<file path="src/rtl/core/counting_semaphore_fifo_assert.svh">
// Assertion macros shared by the counting semaphore RTL.
`ifndef COUNTING_SEMAPHORE_FIFO_ASSERT_SVH
`define COUNTING_SEMAPHORE_FIFO_ASSERT_SVH

// Checked at every rising clock edge, disabled while reset is asserted.
`define CSF_ASSERT_CLK(label, prop, msg) \
  label: assert property (@(posedge clk) disable iff (!rst_n) (prop)) else $error(msg);

// Checked at every rising clock edge, including during reset.
`define CSF_ASSERT_ALWAYS(label, prop, msg) \
  label: assert property (@(posedge clk) (prop)) else $error(msg);

`endif

</file>
<file path="src/rtl/core/csf_pkg.sv">
// Shared types, widths and codes for the counting semaphore with wait queue.
`default_nettype none

package csf_pkg;

  // Field widths of the stream items.
  localparam int TID_W       = 16;
  localparam int COUNT_W     = 16;
  localparam int WAITING_W   = 5;
  localparam int STATUS_W    = 3;
  localparam int IN_TDATA_W  = 16;
  localparam int OUT_TDATA_W = 40;

  // Widest thread id the queue can hold.
  localparam int ID_MAX_BITS = 32;

  // Default sizes.
  localparam int QUEUE_DEPTH_DEF = 16;
  localparam int ID_BITS_DEF     = 16;

  localparam logic [COUNT_W-1:0] COUNT_MAX = 16'hFFFF;

  // Operation codes.
  localparam logic OP_WAIT   = 1'b0;
  localparam logic OP_SIGNAL = 1'b1;

  // Result status codes.
  localparam logic [STATUS_W-1:0] ST_GRANTED  = 3'd0;
  localparam logic [STATUS_W-1:0] ST_BLOCKED  = 3'd1;
  localparam logic [STATUS_W-1:0] ST_WOKEN    = 3'd2;
  localparam logic [STATUS_W-1:0] ST_INCR     = 3'd3;
  localparam logic [STATUS_W-1:0] ST_OVERFLOW = 3'd4;

endpackage

`default_nettype wire

</file>
<file path="src/rtl/core/counting_semaphore_fifo.sv">
// Counting semaphore with a first-in first-out wait queue held in a memory.
//
// Each item passes two steps when the result side is ready: at the accepting
// edge the queue memory is read at the head slot, and in the S_EXEC state
// the count, the head, tail and fill pointers and the memory are updated and
// the result is loaded into the output register. The registered read of the
// queue memory makes this split necessary. A new item is accepted while a result
// still waits in the output register; the update cycle stalls only while that
// register is full and not taken. Writing cfg_wdata loads the count and
// empties the queue; the queue memory itself is never cleared.
`default_nettype none

module counting_semaphore_fifo #(
  parameter int QUEUE_DEPTH = csf_pkg::QUEUE_DEPTH_DEF,
  parameter int ID_BITS     = csf_pkg::ID_BITS_DEF
) (
  input  wire logic                             clk,
  input  wire logic                             rst_n,
  // Configuration: initial_count.
  input  wire logic                             cfg_we,
  input  wire logic [csf_pkg::COUNT_W-1:0]      cfg_wdata,
  // Request channel.
  input  wire logic                             in_tvalid,
  output logic                                  in_tready,
  input  wire logic [csf_pkg::IN_TDATA_W-1:0]   in_tdata,   // [15:0] thread_id
  input  wire logic                             in_tuser,   // [0] op
  // Result channel.
  output logic                                  out_tvalid,
  input  wire logic                             out_tready,
  // [15:0] woken_thread, [31:16] current_count, [36:32] waiting, [39:37] zero
  output logic [csf_pkg::OUT_TDATA_W-1:0]       out_tdata,
  output logic [csf_pkg::STATUS_W-1:0]          out_tuser   // [2:0] status
);

  import csf_pkg::*;

  localparam int IDX_W      = $clog2(QUEUE_DEPTH);
  localparam int FILL_W     = $clog2(QUEUE_DEPTH + 1);
  localparam int FILL_EXT_W = (FILL_W > WAITING_W) ? FILL_W : WAITING_W;

  localparam logic [IDX_W-1:0]  IDX_LAST  = IDX_W'(QUEUE_DEPTH - 1);
  localparam logic [FILL_W-1:0] FILL_FULL = FILL_W'(QUEUE_DEPTH);

  // Sequencer states.
  localparam logic S_IDLE = 1'b0;
  localparam logic S_EXEC = 1'b1;

  logic                  state_r, state_nxt;
  logic                  op_r;
  logic [TID_W-1:0]      tid_r;
  logic [COUNT_W-1:0]    count_r, count_nxt;
  logic [IDX_W-1:0]      head_r, head_nxt;
  logic [IDX_W-1:0]      tail_r, tail_nxt;
  logic [FILL_W-1:0]     fill_r, fill_nxt;

  logic [ID_BITS-1:0]    queue_mem [QUEUE_DEPTH];
  logic [ID_BITS-1:0]    rd_data_r;
  logic                  mem_we;
  logic [ID_BITS-1:0]    mem_wdata;

  logic                  out_valid_r;
  logic [STATUS_W-1:0]   out_status_r, status_nxt;
  logic [TID_W-1:0]      out_woken_r, woken_nxt;
  logic [COUNT_W-1:0]    out_count_r;
  logic [WAITING_W-1:0]  out_waiting_r, waiting_nxt;

  logic                  in_accept;
  logic                  exec_go;
  logic [ID_MAX_BITS-1:0] tid_ext;
  logic [ID_MAX_BITS-1:0] rd_ext;
  logic [FILL_EXT_W-1:0]  fill_ext;

  assign in_tready  = (state_r == S_IDLE);
  assign in_accept  = in_tvalid && in_tready;
  assign exec_go    = (state_r == S_EXEC) && (!out_valid_r || out_tready);

  assign out_tvalid = out_valid_r;
  assign out_tuser  = out_status_r;
  assign out_tdata  = {3'b000, out_waiting_r, out_count_r, out_woken_r};

  // Width adaption of the thread id into and out of the queue.
  always_comb begin
    tid_ext              = '0;
    tid_ext[TID_W-1:0]   = tid_r;
    mem_wdata            = tid_ext[ID_BITS-1:0];
    rd_ext               = '0;
    rd_ext[ID_BITS-1:0]  = rd_data_r;
  end

  // Count and queue update for the held item.
  always_comb begin
    count_nxt  = count_r;
    head_nxt   = head_r;
    tail_nxt   = tail_r;
    fill_nxt   = fill_r;
    mem_we     = 1'b0;
    woken_nxt  = '0;
    status_nxt = ST_OVERFLOW;
    if (op_r == OP_WAIT) begin
      if (count_r != '0) begin
        count_nxt  = count_r - 1'b1;
        status_nxt = ST_GRANTED;
      end else if (fill_r == FILL_FULL) begin
        status_nxt = ST_OVERFLOW;
      end else begin
        mem_we     = exec_go;
        tail_nxt   = (tail_r == IDX_LAST) ? '0 : tail_r + 1'b1;
        fill_nxt   = fill_r + 1'b1;
        status_nxt = ST_BLOCKED;
      end
    end else begin
      if (fill_r != '0) begin
        woken_nxt  = rd_ext[TID_W-1:0];
        head_nxt   = (head_r == IDX_LAST) ? '0 : head_r + 1'b1;
        fill_nxt   = fill_r - 1'b1;
        status_nxt = ST_WOKEN;
      end else if (count_r == COUNT_MAX) begin
        status_nxt = ST_OVERFLOW;
      end else begin
        count_nxt  = count_r + 1'b1;
        status_nxt = ST_INCR;
      end
    end
    fill_ext              = '0;
    fill_ext[FILL_W-1:0]  = fill_nxt;
    waiting_nxt           = fill_ext[WAITING_W-1:0];
  end

  // Sequencer next state.
  always_comb begin
    state_nxt = state_r;
    case (state_r)
      S_IDLE: begin
        if (in_accept) state_nxt = S_EXEC;
      end
      S_EXEC: begin
        if (exec_go) state_nxt = S_IDLE;
      end
      default: state_nxt = S_IDLE;
    endcase
  end

  // Queue memory: one write port at the tail, registered read at the head.
  always_ff @(posedge clk) begin
    if (mem_we) begin
      queue_mem[tail_r] <= mem_wdata;
    end
    rd_data_r <= queue_mem[head_r];
  end

  // Captured request item.
  always_ff @(posedge clk) begin
    if (in_accept) begin
      op_r  <= in_tuser;
      tid_r <= in_tdata[TID_W-1:0];
    end
  end

  // Semaphore state and sequencer.
  always_ff @(posedge clk) begin
    if (!rst_n) begin
      state_r <= S_IDLE;
      count_r <= '0;
      head_r  <= '0;
      tail_r  <= '0;
      fill_r  <= '0;
    end else begin
      state_r <= state_nxt;
      if (cfg_we) begin
        count_r <= cfg_wdata;
        head_r  <= '0;
        tail_r  <= '0;
        fill_r  <= '0;
      end else if (exec_go) begin
        count_r <= count_nxt;
        head_r  <= head_nxt;
        tail_r  <= tail_nxt;
        fill_r  <= fill_nxt;
      end
    end
  end

  // Output register.
  always_ff @(posedge clk) begin
    if (!rst_n) begin
      out_valid_r <= 1'b0;
    end else if (exec_go) begin
      out_valid_r <= 1'b1;
    end else if (out_tready) begin
      out_valid_r <= 1'b0;
    end
  end

  always_ff @(posedge clk) begin
    if (exec_go) begin
      out_status_r  <= status_nxt;
      out_woken_r   <= woken_nxt;
      out_count_r   <= count_nxt;
      out_waiting_r <= waiting_nxt;
    end
  end

  `include "counting_semaphore_fifo_assert.svh"

  `CSF_ASSERT_CLK(a_fill_bound, fill_r <= FILL_FULL, "wait queue fill exceeds its depth")
  `CSF_ASSERT_CLK(a_ptr_match, (fill_r == '0 || fill_r == FILL_FULL) |-> head_r == tail_r, "queue pointers disagree with fill")
  `CSF_ASSERT_CLK(a_pop_fill, (exec_go && !cfg_we && status_nxt == ST_WOKEN) |=> fill_r == $past(fill_r) - 1'b1, "wake did not remove a waiter")
  `CSF_ASSERT_CLK(a_accept_exec, in_accept |=> state_r == S_EXEC, "accepted item not executed next")
  `CSF_ASSERT_CLK(a_status_code, out_valid_r |-> out_status_r <= ST_OVERFLOW, "result status out of range")

endmodule

`default_nettype wire

</file>
<file path="config.mk">
export PLATFORM = sky130hd
export DESIGN_NAME = counting_semaphore_fifo
export DESIGN_NICKNAME = d
export VERILOG_FILES = /design/src/rtl/core/csf_pkg.sv /design/src/rtl/core/counting_semaphore_fifo.sv
export VERILOG_INCLUDE_DIRS = /design/src /design/src/rtl/core
export SDC_FILE = /design/constraint.sdc
export NUM_CORES = 1
export LEC_CHECK = 0
export BUFFER_PORTS_ARGS = -buffer_cell sky130_fd_sc_hd__buf_2
export CAP_MARGIN = 5
export CORE_ASPECT_RATIO = 0.7
export CORE_MARGIN = 1
export CORE_UTILIZATION = 64
export DETAILED_ROUTE_END_ITERATION = 12
export GPL_ROUTABILITY_DRIVEN = 0
export PLACE_DENSITY = 0.82
export SYNTH_ARGS = -nofsm -noshare
export SYNTH_HDL_FRONTEND = slang
export SYNTH_SLANG_ARGS = --single-unit
</file>
<file path="constraint.sdc">
create_clock -name clk -period 5.3 [get_ports clk]
set_clock_uncertainty 0.1 [all_clocks]
set_input_delay 1.06 -clock clk [delete_from_list [all_inputs] [get_ports clk]]
set_output_delay 1.06 -clock clk [all_outputs]
set_load 0.02 [all_outputs]
</file>
# Word-level counts from Yosys, hierarchy flattened
# Memory sizes are Yosys's and may differ from the RTL's. A register that Yosys moved wholly into a read port is not among the register bits.
# Cells that the tools add are included.
[word_totals]
ff_bits = 88
ram_bits = 256
in_bits = 38
out_inout_bits = 45
wordCells = 67
mem_count = 1
[classes]
addsub = 6
n_eq_ne = 4
mux = 27
n_bitwise = 5
n_reduce_logical = 12
[memory_table]
columns = ["memory", "words", "word_bits", "rd", "rd_clocked_by_memory_dff", "write_ports", "line_no", "text"]
rows = [
  ["queue_mem", 16, 16, 1, 1, 1, "counting_semaphore_fifo.sv:56", "logic [ID_BITS-1:0] queue_mem [QUEUE_DEPTH];"],
]
[ops]
columns = ["operator", "n"]
rows = [
  ["16-bit two-way mux", 6],
  ["5-bit two-way mux", 4],
  ["16-bit by 1-bit adder with 16-bit output, second input constant", 1],
  ["16-bit == test, second input constant", 1],
  ["16-bit nonzero test", 1],
  ["16-bit by 1-bit subtractor with 16-bit output, second input constant", 1],
  ["3-bit two-way mux", 5],
  ["1-bit two-way mux", 9],
  ["4-bit by 1-bit adder with 4-bit output, second input constant", 2],
  ["4-bit == test, second input constant", 2],
  ["4-bit two-way mux", 2],
  ["5-bit by 1-bit adder with 5-bit output, second input constant", 1],
  ["5-bit == test, second input constant", 1],
  ["1-bit NOT", 5],
  ["5-bit nonzero test", 1],
  ["5-bit by 1-bit subtractor with 5-bit output, second input constant", 1],
  ["4-bit AND reduction", 1],
  ["2-bit nonzero test", 2],
  ["3-bit AND reduction", 1],
  ["1-bit logical AND", 2],
  ["1-bit one-hot mux with 2 select lines", 1],
  ["2-bit AND reduction", 1],
  ["2-bit OR reduction", 1],
  ["1-bit zero test", 1],
  ["1-bit logical OR", 1],
]

# Logic depth before layout (Yosys ltp)
# Gate-level depths: netlist of the first run.
[depth]
word_depth = 8
mapped_depth = 9
mapped_depth_nobuf = 8

# Worst setup path after synthesis of the first run
# Ideal clock, no wire load.
[synth_timing]
kind = "input to register"
start = "input out_tready"
end = "memory queue_mem[3][0] (netlist bit) (enable)"
setup_time_ns = 0.409
t_arrival_ns = 3.120
t_required_ns = 4.791
path_slack_ns = 1.671
cell_stages = 5
n_path_buf = 0
cell_sequence = "nand2b_1 nand2_1 nor4_4 nand2_1 nor3_1"
[synth_between]
elab_chain_cells = 7
[synth_rtl]
columns = ["item", "line_no", "text"]
rows = [
  ["start: declaration", "counting_semaphore_fifo.sv:29", "input wire logic out_tready,"],
  ["1-bit logical OR", "counting_semaphore_fifo.sv:75", "assign exec_go = (state_r == S_EXEC) && (!out_valid_r || out_tready);"],
  ["1-bit logical AND", "counting_semaphore_fifo.sv:75", ""],
  ["1-bit two-way mux", "counting_semaphore_fifo.sv:103", "end else if (fill_r == FILL_FULL) begin"],
  ["1-bit two-way mux", "counting_semaphore_fifo.sv:100", "if (count_r != '0) begin"],
  ["1-bit two-way mux", "counting_semaphore_fifo.sv:99", "if (op_r == OP_WAIT) begin"],
  ["1-bit two-way mux", "counting_semaphore_fifo.sv:145", "if (mem_we) begin"],
  ["1-bit two-way mux (implied by the code)", "counting_semaphore_fifo.sv:146", "queue_mem[tail_r] <= mem_wdata;"],
  ["end: declaration", "counting_semaphore_fifo.sv:56", ""],
]
# Every way passes these cells.

# Worst setup path in the final report of the first run
[layout_timing]
start = "register count_r[0]"
end = "memory queue_mem[7][12] (netlist bit) (enable)"
[layout_between]
elab_chain_cells = 5
[layout_rtl]
columns = ["item", "line_no", "text"]
rows = [
  ["start: declaration", "counting_semaphore_fifo.sv:51", "logic [COUNT_W-1:0] count_r, count_nxt;"],
  ["start signal: assignment", "counting_semaphore_fifo.sv:170", "count_r <= cfg_wdata;"],
  ["start signal: assignment", "counting_semaphore_fifo.sv:175", "count_r <= count_nxt;"],
  ["16-bit nonzero test", "counting_semaphore_fifo.sv:100", ""],
  ["1-bit two-way mux", "counting_semaphore_fifo.sv:100", ""],
  ["1-bit two-way mux", "counting_semaphore_fifo.sv:99", ""],
  ["1-bit two-way mux", "counting_semaphore_fifo.sv:145", ""],
  ["1-bit two-way mux (implied by the code)", "counting_semaphore_fifo.sv:146", ""],
]
# Every way passes these cells.

==> results of run 1 <==
## cells by family after synthesis
group / after synthesis / share of synthesized area, %
xor+xnor: 21 / 1.270
simple gates: 194 / 7.291
buf+inv: 67 / 1.978
mux: 88 / 12.99
other cells: 1 / 0.02589
fa+ha+maj: 11 / 0.9502
flops: 360 / 71.39
compound gates: 88 / 4.103
## power groups by stage
| stage | logic, mW | clock network [mW] | registers [mW] |
|---|---|---|---|
| 2_1_floorplan | 0.158 | 0 | 3.26 |
| 3_3_place_gp | 0.237 | 0 | 3.26 |
| 3_5_place_dp | 0.246 | 0 | 3.26 |
| 4_1_cts | 0.249 | 2.39 | 3.20 |
| 5_1_grt | 0.271 | 2.51 | 3.21 |
| 6_report | 0.253 | 2.37 | 3.21 |
## cell usage after synthesis, types with 3 or more instances
cell type                  count  area [µm²]
sky130_fd_sc_hd__o311a_1       3       30.03
sky130_fd_sc_hd__and3_1       22       137.6
sky130_fd_sc_hd__ha_1         11       137.6
sky130_fd_sc_hd__xor2_1        8       70.07
sky130_fd_sc_hd__buf_4         3       22.52
sky130_fd_sc_hd__a31o_2        5       43.79
sky130_fd_sc_hd__dfxtp_1      47       940.9
sky130_fd_sc_hd__nand4_1       6       37.54
sky130_fd_sc_hd__nor3_1       20       100.1
sky130_fd_sc_hd__mux4_2       80        1802
sky130_fd_sc_hd__nor4_1       12       75.07
sky130_fd_sc_hd__clkbuf_1     35       131.4
sky130_fd_sc_hd__or3_1         9       56.30
sky130_fd_sc_hd__nand2b_1      6       37.54
sky130_fd_sc_hd__o21a_1        6       45.04
sky130_fd_sc_hd__mux2i_1       8       80.08
sky130_fd_sc_hd__edfxtp_1    313        9399
sky130_fd_sc_hd__o31ai_1       3       22.52
sky130_fd_sc_hd__nor2_1       52       195.2
sky130_fd_sc_hd__nand3_1       7       35.03
sky130_fd_sc_hd__or4_1         4       30.03
sky130_fd_sc_hd__xnor2_1      13       113.9
sky130_fd_sc_hd__buf_1         7       26.28
sky130_fd_sc_hd__a31oi_1       9       56.30
sky130_fd_sc_hd__a211oi_1      4       30.03
sky130_fd_sc_hd__a21oi_1      19       95.09
sky130_fd_sc_hd__o21ai_0      21       105.1
sky130_fd_sc_hd__inv_1        12       45.04
sky130_fd_sc_hd__buf_2         7       35.03
sky130_fd_sc_hd__nand2_1      36       135.1
## worst reg2reg max path, delay by kind of cell (launching register included)
family | cells | cell delay [ps]
adder cells (fa/ha/maj) | 1 | 180
buffers and inverters | 2 | 440
flip-flops | 1 | 380
AND/OR/NAND/NOR | 5 | 2310
## final timing paths
path                                                      to                    start  cells past startpoint
worst max-delay path              queue_mem[7][12]$_DFFE_PP_  count_r[0]$_SDFFE_PN0P_                      8
worst min-delay path            out_woken_r[9]$_SDFFCE_PN0P_     rd_data_r[9]$_DFF_P_                      1
worst max register to register    queue_mem[7][12]$_DFFE_PP_  count_r[0]$_SDFFE_PN0P_                      8
worst min register to register  out_woken_r[9]$_SDFFCE_PN0P_     rd_data_r[9]$_DFF_P_                      1
## stage by stage
stage          instances  hold slack (ps)
3_5_place_dp        1163            421.1
2_1_floorplan        832            382.6
3_3_place_gp        1163            402.3
6_report            1225            435.4
5_1_grt             1221            447.6
4_1_cts             1221            437.1
## area by class of cell
cell class | count | area share [%]
Inverter | 13 | 0.2991
Tap cell | 282 | 2.163
Timing Repair Buffer | 103 | 3.528
Clock buffer | 46 | 5.721
Antenna cell | 4 | 0.06135
Sequential cell | 360 | 63.40
Clock inverter | 12 | 0.9969
Multi-Input combinational cell | 405 | 23.83
## routing by layer
layer / up-vias / part of all wire, %
met2: 603 / 46
met3: 73 / 12
li1: 3480 / -
met1: 4167 / 40
met5: - / 0.067
met4: 2 / 1.8
## state kept, by name, summed over array words and instances, names as in the netlist, 5 cells and up
register       count
queue_mem        256
count_r           16
mem_wdata         16
out_count_r       16
out_woken_r       16
rd_data_r         16
fill_r             5
out_waiting_r      5
==> results.txt, run 1 <==
- Met1 track demand over resource in global routing: roughly 44%
* Fraction of met3 tracks used by global routing: roughly 8.5%
- For this design, the slowest cell found on the critical path is sky130_fd_sc_hd__or4b_1.
* Global-route wire length before repair: 49340 µm
* Wire per inst: 27.00 µm
- The design draws 5.828 mW.
* Fin crit period: roughly 3700 ps
* Share of total power consumed by net switching: 21.16%
- The worst-case IR drop observed on VDD is 0.2993 mV.
- Power density over cell area: 357.2 nW/µm²
- Leaving out fill and tap cells, the most frequent cells in the layout are sky130_fd_sc_hd__edfxtp_1, sky130_fd_sc_hd__mux4_2, sky130_fd_sc_hd__buf_2.
- Walking the worst path, the cells encountered are inv_1 -> ha_1 -> or4b_1 -> nand4b_4 -> nor4_4 -> nand2_1 -> nor2_1 -> buf_4.
- Area added between synthesis and finish: 12.65%
- Number of optimization iterations in the first detailed-route pass: 6
* Postcts setup bufs: 0
* Initial antenna violation count: 6
- Setup repair after global routing missed its margin: no
- Met2 usage in global routing: 44.28%
* Total number of H-tree levels: 1
- Share of synthesized registers carrying an async set or reset: 0%
* Cell Rows: 45
- The floorplan step defined a die boundary enclosing roughly 23000 µm².
- Total detailed-routing wirelength: approximately 33000 µm
- The mapped netlist covers between 10000 and 15000 µm².
- Worst-path clk slew: 70 ps
* Overflow after GRT: 0
* Top fanout value on the critical path: 11
- No sink is reached through more buffers than the 3 on the longest clock path.
- Detailed placement HPWL: 21000 µm
* Max-slew violation count: 0
- Counting every instance in the synthesized netlist gives 830.
- The analysis attributes to net switching a power of 1.233 mW.
- On the critical path the largest part of the delay comes from simple AND/OR/NAND/NOR gates.
- Total of buffers placed on input and output ports: 79
- Cells fill 74.30% of the core in the end.
- After detailed routing, the number of vias per cell comes to just under 7.
* Internal Power: 4.594 mW
- For this run, the leading register cell type out of synthesis is sky130_fd_sc_hd__edfxtp_1.
- In this run, the combinational gates consume around 4.3% of the power.
- Count of unique library cells instantiated by Yosys: 63
- Vertical die dimension: 127.9 µm
* FF/Latch Area: 10340 µm²
- STA puts the critical path data arrival time at 3890 ps.
* Type of destination of the critical path: flop
- The critical path in this run is classified as reg2reg.
- Global-route usage over all layers: 29.44%
* Worst reg-to-reg setup slack: 1570 ps
* Post-route worst setup slack: 1570 ps
- Clock net sink count: between 300 and 400
- Number of buffers inserted for hold repair after clock tree synthesis: 0
- Relative contribution of the clock network to total power: 40.7%
* Num ports: 83
* Most Crowded Layer GR: met2
- Run status: complete, no violations
* Remaining routing DRC violations: 0
* Fraction of final layout cells with drive strength greater than 1: 27.80%
* Hold Crit Class: reg2reg
- Multi-input logic area: approximately 3900 µm²
- In this run the horizontal extent of the chip is ~180 µm.
- CP Launch Type: flop
- Adding up every negative setup slack in the final design gives 0 ps.
* Filler cell count: ~1200
- The final count of hold timing violations came to 0.
- Final setup viols: 0
- First-iteration detailed-routing DRC count: 1230
* Proportion of synthesized chip area in sequential cells: 71.39%
- After detailed placement, the total cell area comes to between 15000 and 20000 µm².
- Leaving out fill and tap cells, the most frequent cell in the layout is sky130_fd_sc_hd__edfxtp_1.
- CTS tree: built
* Synthesized area per cell: 17.45 µm²
* Total CTS buffers: 31
- The number of buffers and inverters on the critical path is 2.
* Initial Util: 65.96%
* Tcrit/Tclk final: 70.38%
- Static timing analysis puts the maximum clock frequency at 0.2681 GHz.
- For this run, the number of Yosys warnings is 0.
- Post-place setup slack: approximately 1800 ps
- The later pin in the worst-skew pair is clocked with a latency of 570 ps.
* Post-synthesis register bit count: 360
- Slowest stage delay, CP: ~620 ps
- Fraction of power consumed by sequential logic: 55.0%
* Final Instance Area: about 16000 µm²
- Remaining antenna violation count: 0
* Number of nets at the end of the flow: 963
- Headroom to the max-slew limit: 21.55%
- The number of global-route vias before repair was 7969.
* Pin count of the biggest net entering global routing: 39
- The core region is 21960 µm².
- Number of resized instances in the post-cts repair step: 0
- The synthesized design contains 313 enable-type register cells.
- In this run the clock root is driven by a sky130_fd_sc_hd__clkbuf_16.
- For the pin with the worst max-slew slack, the measured transition is 1171 ps.
- CP Data Required Time: 5470 ps
* Detailed-route via count: 8325
- The analysis attributes to cell leakage a power of 5.425 nW.
- Max_cap viols: 0
No activity file was read; power rests on OpenSTA's default activity.
==> inputs of run 2 (changes only) <==
--- a/config.mk
+++ b/config.mk
@@ -6,14 +6,15 @@
 export SDC_FILE = /design/constraint.sdc
 export NUM_CORES = 1
 export LEC_CHECK = 0
+export ABC_AREA = 1
 export BUFFER_PORTS_ARGS = -buffer_cell sky130_fd_sc_hd__buf_2
 export CAP_MARGIN = 5
 export CORE_ASPECT_RATIO = 0.7
 export CORE_MARGIN = 1
-export CORE_UTILIZATION = 64
+export CORE_UTILIZATION = 55
 export DETAILED_ROUTE_END_ITERATION = 12
 export GPL_ROUTABILITY_DRIVEN = 0
-export PLACE_DENSITY = 0.82
+export PLACE_DENSITY = 0.75
 export SYNTH_ARGS = -nofsm -noshare
 export SYNTH_HDL_FRONTEND = slang
 export SYNTH_SLANG_ARGS = --single-unit
==> constraint.sdc (replaced) <==
create_clock -name clk -period 3.01 [get_ports clk]
set_clock_uncertainty 0.1 [all_clocks]
set_input_delay 0.602 -clock clk [delete_from_list [all_inputs] [get_ports clk]]
set_output_delay 0.602 -clock clk [all_outputs]
set_load 0.02 [all_outputs]
==> results.txt, run 2 <==
- Run status: complete, no violations (unchanged).
- Remaining routing DRC violations: 0 (unchanged)
* Via count of the first global-routing pass: 9198 (was 7969)
- Post-synthesis register bit count: 360 (unchanged)
* Clock network latency to the later pin of the worst-skew pair: 530 ps (was 570 ps)
* Worst hold start: in_tdata[2] (was rd_data_r[9]$_DFF_P_)
* Startpoint of the worst register-to-register path: count_r[0]$_SDFFE_PN0P_ (unchanged)
- Post-synthesis share of cell area spent on full adders, half adders and majority gates: 0.9187% (was 0.9502%)
- Share of synthesized registers carrying an async set or reset: 0% (unchanged)
* N_diodes: 0 (was 4)
- The nature of the critical path startpoint is a flop (unchanged).
- The area share of and/or/nand/nor cells after synthesis was 15.18% (was 7.291%).
- CP Class: reg2reg (unchanged)
- The final setup slack of the worst path came to 423.7 ps (was 1570 ps).
- Final hold violations: 0 (unchanged)
* Vertical die dimension: 140.1 µm (was 127.9 µm)
- Total detailed-routing wirelength: 34640 µm (was 33070 µm)
- Fraction of power consumed by sequential logic: 55.1% (was 55.0%)
* Most numerous cell in the Yosys netlist: sky130_fd_sc_hd__edfxtp_1 (unchanged)
- The summed instance area of the synthesized netlist came to 14980 µm² (was 14480 µm²).
* Setup Total Neg Slack: 0 ps (unchanged)
- The share of the synthesized area in the top cell type was 62.74% (was 64.89%).
- Final setup viols: 0 (unchanged)
- Synthesized area per cell: 11.76 µm² (was 17.45 µm²)
* Number of resized instances in the post-cts repair step: 0 (unchanged)
- The layout net count came to 1417 (was 963).
* Total of buffers placed on input and output ports: 79 (unchanged)
- The ratio of total power to cell area came to 606.2 nW/µm² (was 357.2 nW/µm²).
- The internal power component is 7.907 mW (was 4.594 mW).
* Number of standard cells after synthesis: 1274 (was 830)
* Proportion of synthesized chip area in sequential cells: 69.02% (was 71.39%)
- Reg2Reg Capture Point: queue_mem[12][10]$_DFFE_PP_ (was queue_mem[7][12]$_DFFE_PP_)
- Global-route usage over all layers: 25.31% (was 29.44%)
- The detailed-routing wirelength on met1 was 15880 µm (was 13290 µm).
- Share of cell area taken by muxes after synthesis: 1.537% (was 12.99%)
* Worst reg-to-reg setup slack: 420 ps (was 1570 ps)
- EDFF count, synth: 313 (unchanged)
- Die Wd: 199.3 µm (was 181.8 µm)
- Top layer in use: met4 (was met5)
* Number of buffers inserted for hold repair after clock tree synthesis: 0 (unchanged)
* End point of the most critical hold path: mem_wdata[2]$_DFFE_PP_ (was out_woken_r[9]$_SDFFCE_PN0P_)
- The worst vdd rail ir drop came to 0.4816 mV (was 0.2993 mV).
* Register ranked first by flip-flop count: queue_mem (unchanged)
* Max-slew violation count: 0 (unchanged)
- The shortest period the worst path allows came to 2586 ps (was 3730 ps).
- Type of destination of the critical path: flop (unchanged)
- The boundary pin count is 83 (unchanged).
- Maximum achievable frequency: 0.3867 GHz (was 0.2681 GHz)
- The dominant combinational cell family by area after synthesis is simple AND/OR/NAND/NOR gates (was multiplexers).
- The largest net degree at the start of global routing came to 84 (was 39).
- The leading cell type in the layout, fill and taps excluded is sky130_fd_sc_hd__edfxtp_1 (unchanged).
* Core ar.: 26710 µm² (was 21960 µm²)
- The static leakage came to 6.126 nW (was 5.425 nW).
- Data arrival, critical path: 2700 ps (was 3890 ps)
- Max_cap viols: 0 (unchanged)
- Met2 wire length: 13890 µm (was 15190 µm)
- Total number of H-tree levels: 2 (was 1)
- Max reg flops: 256 (unchanged)
* Detailed-route via count: 10110 (was 8325)
* CTS tree: built (unchanged)
* Warnings, synthesis: 0 (unchanged)
* Number of optimization iterations in the first detailed-route pass: 8 (was 6)
* Psw: 2.342 mW (was 1.233 mW)
- Wire per inst: 19.70 µm (was 27.00 µm)
- The starting utilization of the core area came to 56.08% (was 65.96%).
* Cell Rows: 50 (was 45)
- Count of unique library cells instantiated by Yosys: 40 (was 63)
- Leading cell types in the layout, fill and taps excluded: sky130_fd_sc_hd__edfxtp_1, sky130_fd_sc_hd__nor2_1, sky130_fd_sc_hd__nand2_1 (was sky130_fd_sc_hd__edfxtp_1, sky130_fd_sc_hd__mux4_2, sky130_fd_sc_hd__buf_2).
- Overflow after GRT: 0 (unchanged)
- The met3 routed wirelength is 4304 µm (was 3980 µm).
- The logic depth of the worst register-to-register path came to 11 (was 8).
* Top cell type by total area after synthesis: sky130_fd_sc_hd__edfxtp_1 (unchanged)
* Remaining antenna violation count: 0 (unchanged)
* Headroom to the max-slew limit: 47.64% (was 21.55%)
- Deepest clock path buffer count: 3 (unchanged)
- Setup repair after global routing missed its margin: no (unchanged)
- The number of antenna violations at the first check in global routing is 0 (was 6).
- Tcrit/Tclk final: 85.92% (was 70.38%)
- Post-synth top cells: sky130_fd_sc_hd__edfxtp_1, sky130_fd_sc_hd__nor2_1, sky130_fd_sc_hd__nand2_1 (was sky130_fd_sc_hd__edfxtp_1, sky130_fd_sc_hd__mux4_2, sky130_fd_sc_hd__nor2_1)
* Routed vias/inst: 5.748 (was 6.796)
- The share of final-layout standard cells stronger than drive strength 1 came to 14.85% (was 27.80%).
* Clock net sink count: 360 (unchanged)
* Top fanout value on the critical path: 16 (was 11)
* DIE AREA: 27910 µm² (was 23250 µm²)
- Total CTS buffers: 34 (was 31)
- Global-route wire length before repair: 52750 µm (was 49340 µm)
* Combinational share of power: 6.0% (was 4.3%)
* Share of the synthesized area in compound gates (AO/OA/AOI/OAI): 8.486% (was 4.103%)
- Post-layout power: 10.25 mW (was 5.828 mW)
* Postcts setup bufs: 0 (unchanged)
- The cell count of the worst hold path was 1 (unchanged).
- Detailed placement HPWL: 22990 µm (was 21000 µm)
- Clock root buffer master: sky130_fd_sc_hd__clkbuf_16 (unchanged)
* Xor-xnor portion of the synthesized cell area: 0.8185% (was 1.270%)
- First-iteration detailed-routing DRC count: 1201 (was 1230)
- The critical path required time was 3120 ps (was 5470 ps).
* Area added between synthesis and finish: 12.86% (was 12.65%)
* Hold Crit Class: in2reg (was reg2reg)
- The clock input transition at the sequential cells of the worst setup and hold paths is 70 ps (about the same).
* Top cells by area, synth: sky130_fd_sc_hd__edfxtp_1, sky130_fd_sc_hd__dfxtp_1, sky130_fd_sc_hd__nor2_1 (was sky130_fd_sc_hd__edfxtp_1, sky130_fd_sc_hd__mux4_2, sky130_fd_sc_hd__dfxtp_1)
* Actual slew at the worst max-slew pin: 785.4 ps (was 1171 ps)
- The switching share of total power is 22.85% (was 21.16%).
* Post-place setup slack: 491.0 ps (was 1763 ps)
- Relative contribution of the clock network to total power: 38.9% (was 40.7%)
* Most used DFF post-synth: sky130_fd_sc_hd__edfxtp_1 (unchanged)
==> run 2: routing by layer <==
layer	up-vias	global-route usage [%]
met5	-	0
met3	49	7.296
li1	4707	-
met2	543	33.41
met1	4806	40.74
met4	0	5.789
==> run 2: how the worst max path moves through the flow <==
| stage | start | to | slack (ps) | depth (start not counted) |
|---|---|---|---|---|
| final | count_r[0]$_SDFFE_PN0P_ | queue_mem[12][10]$_DFFE_PP_ | 420 | 11 |
| after global placement | count_r[0]$_SDFFE_PN0P_ | queue_mem[0][6]$_DFFE_PP_ | 570 | 11 |
| after CTS | count_r[0]$_SDFFE_PN0P_ | queue_mem[12][5]$_DFFE_PP_ | 480 | 11 |
| after global routing | count_r[0]$_SDFFE_PN0P_ | queue_mem[13][6]$_DFFE_PP_ | 190 | 11 |
| after floorplan | out_tready | queue_mem[0][0]$_DFFE_PP_ | -50 | 8 |
| after detailed placement | count_r[0]$_SDFFE_PN0P_ | queue_mem[12][8]$_DFFE_PP_ | 490 | 11 |
==> run 2: critical path, cell delays in order, from the launching register on <==
cell and delay, ps:
sky130_fd_sc_hd__dfxtp_1 370, sky130_fd_sc_hd__inv_1 150, sky130_fd_sc_hd__ha_1 250, sky130_fd_sc_hd__nand3_1 140, sky130_fd_sc_hd__nor2_4 120, sky130_fd_sc_hd__nand2_4 140, sky130_fd_sc_hd__nor2_4 150, sky130_fd_sc_hd__nand2_2 120
sky130_fd_sc_hd__inv_2 130, sky130_fd_sc_hd__nand2_1 170, sky130_fd_sc_hd__nor2_1 140, sky130_fd_sc_hd__buf_4 270
==> run 2: metrics by stage <==
step	util [%]	area [µm²]	hold slack, ps	instances
final	63.29	16910	159.4	1758
after global routing	63.29	16910	140.5	1758
after CTS	63.29	16910	136.6	1758
after detailed placement	59.50	15890	402.0	1696
after global placement	59.50	15890	401.0	1696
after floorplan	-	15000	390.0	1276
==> run 2: layout make-up <==
cell class | instances | area, µm²
clock buffer | 46 | 895.9
clock inverter | 16 | 117.6
fill | 2003 | 9806
inverter | 89 | 334.1
multi-input combinational | 768 | 4054
sequential | 360 | 10350
tap | 364 | 455.4
timing repair buffer | 115 | 703.2
==> run 2: logic make-up (layout without fill, tap and decap cells) <==
kind of cell / after synthesis / after routing
AOI/OAI and AO/OA: 195 / 195
xor gates and xnor gates: 14 / 14
adders and majority gates: 11 / 11
buffers and inverters: 148 / 266
DFF: 360 / 360
muxes: 23 / 23
other: 1 / 3
and+or+nand+nor: 522 / 522
==> run 2: power groups by stage <==
stage	Clock (mW)	Combinational (mW)	Sequential, mW
6_report	3.99	0.616	5.65
5_1_grt	4.22	0.674	5.66
4_1_cts	4.04	0.602	5.65
3_5_place_dp	0	0.597	5.75
3_3_place_gp	0	0.593	5.75
2_1_floorplan	0	0.364	5.76
==> inputs of run 3 (changes only) <==
--- a/config.mk
+++ b/config.mk
@@ -15,6 +15,7 @@
 export DETAILED_ROUTE_END_ITERATION = 12
 export GPL_ROUTABILITY_DRIVEN = 0
 export PLACE_DENSITY = 0.75
+export RECOVER_POWER = 25
 export SYNTH_ARGS = -nofsm -noshare
 export SYNTH_HDL_FRONTEND = slang
 export SYNTH_SLANG_ARGS = --single-unit
==> results.txt, run 3 (synthesis gave the netlist of run 2 again) <==
- The buffer and inverter count on the worst path is 3 (unchanged).
- Cell Rows: 50 (unchanged)
- Initial antenna violation count: 0 (unchanged)
* Post-layout power: 10.25 mW (about the same)
- Maximum achievable frequency: 0.3864 GHz (was 0.3867 GHz)
- The number of antenna diodes came to 0 (unchanged).
* Detailed-route via count: 10120 (was 10110)
* Clock net sink count: 360 (unchanged)
- The worst vdd rail ir drop came to 0.4821 mV (was 0.4816 mV).
- Combinational share of power: 6.0% (about the same)
- Fin crit period: 2588 ps (was 2586 ps)
- CP Data Required Time: 3110 ps (was 3120 ps)
* Pin count of the biggest net entering global routing: 84 (unchanged)
- Register ranked first by flip-flop count: queue_mem (unchanged)
* Hold Crit Class: in2reg (unchanged)
- CP Class: reg2reg (unchanged)
* Remaining antenna violation count: 0 (unchanged)
- The deepest level of the CTS H-tree came to 2 (unchanged).
- Deepest clock path buffer count: 3 (unchanged)
- Setup repair after global routing missed its margin: no (unchanged)
- The kind of end point of the critical path is a flop (unchanged).
- Psw: 2.341 mW (was 2.342 mW)
* Num ports: 83 (unchanged)
- Number of buffers inserted for hold repair after clock tree synthesis: 0 (unchanged)
- Worst-path clk slew: 70 ps (about the same)
* Clock network latency to the later pin of the worst-skew pair: 530 ps (about the same)
- The final critical-path share of the clock period was 85.99% (was 85.92%).
* Global-route wire length before repair: 52750 µm (unchanged)
- Number of placed cells counting well taps: 1696 (unchanged)
* Via count of the first global-routing pass: 9198 (unchanged)
- The number of maximum-capacitance constraint violations came to 0 (unchanged).
* Remaining routing DRC violations: 0 (unchanged)
* Worst-path cell chain: inv_1 -> ha_1 -> nand3_1 -> nor2_4 -> nand2_4 -> nor2_4 -> nand2_2 -> inv_2 -> nand2_1 -> nor2_1 -> buf_4 (unchanged)
- The detailed placer's ending HPWL is 22990 µm (unchanged).
- Top fanout value on the critical path: 16 (unchanged)
- Area added between synthesis and finish: 12.81% (was 12.86%)
- The count of buffers added by post-CTS timing repair for setup was 0 (unchanged).
- The standard cell core area came to 26710 µm² (unchanged).
- The static leakage came to 6.118 nW (was 6.126 nW).
- Overflow after GRT: 0 (unchanged)
- Power density over cell area: 606.3 nW/µm² (was 606.2 nW/µm²)
- Wire per inst: 19.68 µm (was 19.70 µm)
- The slew of the pin with the lowest slew margin is 1179 ps (was 785.4 ps).
- Routed vias/inst: 5.757 (was 5.748)
* Total detailed-routing wirelength: 34590 µm (was 34640 µm)
* DIE AREA: 27910 µm² (unchanged)
- Die Wd: 199.3 µm (unchanged)
- Final hold violations: 0 (unchanged)
- The layout net count is 1417 (unchanged).
- The iteration count of the initial detailed-routing pass is 6 (was 8).
- The switching share of total power was 22.84% (was 22.85%).
- CP max-delay cell: sky130_fd_sc_hd__dfxtp_1 (unchanged)
- Global-route usage over all layers: 25.31% (unchanged)
- Family with the most delay on the worst path: simple AND/OR/NAND/NOR gates (unchanged)
* Slowest stage delay, CP: 360 ps (was 370 ps)
* Max reg flops: 256 (unchanged)
- CP Launch Type: flop (unchanged)
* Final Instance Area: 16900 µm² (was 16910 µm²)
- Cell occurring most often along the worst timing path: sky130_fd_sc_hd__nor2_4 (unchanged)
* Internal Power: 7.906 mW (was 7.907 mW)
- Vertical die dimension: 140.1 µm (unchanged)
- Total CTS buffers: 34 (unchanged)
- Area after detailed placement: 15890 µm² (unchanged)
- The count of non-filler cells in the finished layout was 1758 (unchanged).
* Number of resized instances in the post-cts repair step: 0 (unchanged)
- The starting utilization of the core area was 56.08% (unchanged).
* Fraction of power consumed by sequential logic: 55.1% (about the same)
* Headroom to the max-slew limit: 21.43% (was 47.64%)
* Setup Total Neg Slack: 0 ps (unchanged)
- The signal arrival time at the worst endpoint is 2690 ps (was 2700 ps).
- Run status: complete, no violations (unchanged).
* Final setup viols: 0 (unchanged)
- The leading cell type in the layout, fill and taps excluded is sky130_fd_sc_hd__edfxtp_1 (unchanged).
- Total of buffers placed on input and output ports: 79 (unchanged)
- CTS tree: built (unchanged)
* First-iteration detailed-routing DRC count: 1228 (was 1201)
- Fraction of final layout cells with drive strength greater than 1: 14.71% (was 14.85%)
- Leading cell types in the layout, fill and taps excluded: sky130_fd_sc_hd__edfxtp_1, sky130_fd_sc_hd__nor2_1, sky130_fd_sc_hd__nand2_1 (unchanged)
* Clock root buffer master: sky130_fd_sc_hd__clkbuf_16 (unchanged)
- The final max-slew violation count is 0 (unchanged).
- The portion of total power attributed to the clock network came to 38.9% (about the same).
-- run 3: cell types whose count changed in the layout (fill, tap and decap cells not counted) --
| cell | previous run | this run |
|---|---|---|
| sky130_fd_sc_hd__clkbuf_1 | 12 | 14 |
| sky130_fd_sc_hd__buf_4 | 33 | 31 |
-- run 3: metrics by stage --
stage	setup WS (ps)	util (%)	hold slack, ps
CTS	480.3	63.29	136.6
global route	185.5	63.26	140.5
detailed placement	491.0	59.50	402.0
floorplan	-54.26	-	390.0
global placement	570.9	59.50	401.0
finish	421.7	63.26	159.8
-- run 3: worst paths after layout --
kind                           start                         end  slack [ps]  cells after the start
max          count_r[0]$_SDFFE_PN0P_  queue_mem[13][6]$_DFFE_PP_         420                     11
min                      in_tdata[2]      mem_wdata[2]$_DFFE_PP_         160                      1
max reg2reg  count_r[0]$_SDFFE_PN0P_  queue_mem[13][6]$_DFFE_PP_         420                     11
min reg2reg  out_tvalid$_SDFFE_PN0P_     out_tvalid$_SDFFE_PN0P_         410                      2
-- run 3: area by class of cell --
class	count	area, µm²
repair buffers	115	695.7
inverters	89	334.1
multi-input cells	768	4054
clock inverters	16	117.6
flip-flops and latches	360	10350
fillers	2004	9813
well taps	364	455.4
clock buffers	46	895.9
-- run 3: layer usage --
layer	vias up	wire length (µm)	track usage, %
li1	4710	-	-
met1	4820	15890	40.74
met2	535	13840	33.41
met3	56	4298	7.296
met4	0	567	5.789
met5	-	0	0
-- run 3: power groups by stage --
stage,Sequential [mW],Clock (mW),Combinational (mW)
2_1_floorplan,5.76,0,0.364
3_3_place_gp,5.75,0,0.593
3_5_place_dp,5.75,0,0.597
4_1_cts,5.65,4.04,0.602
5_1_grt,5.66,4.22,0.673
6_report,5.65,3.99,0.615
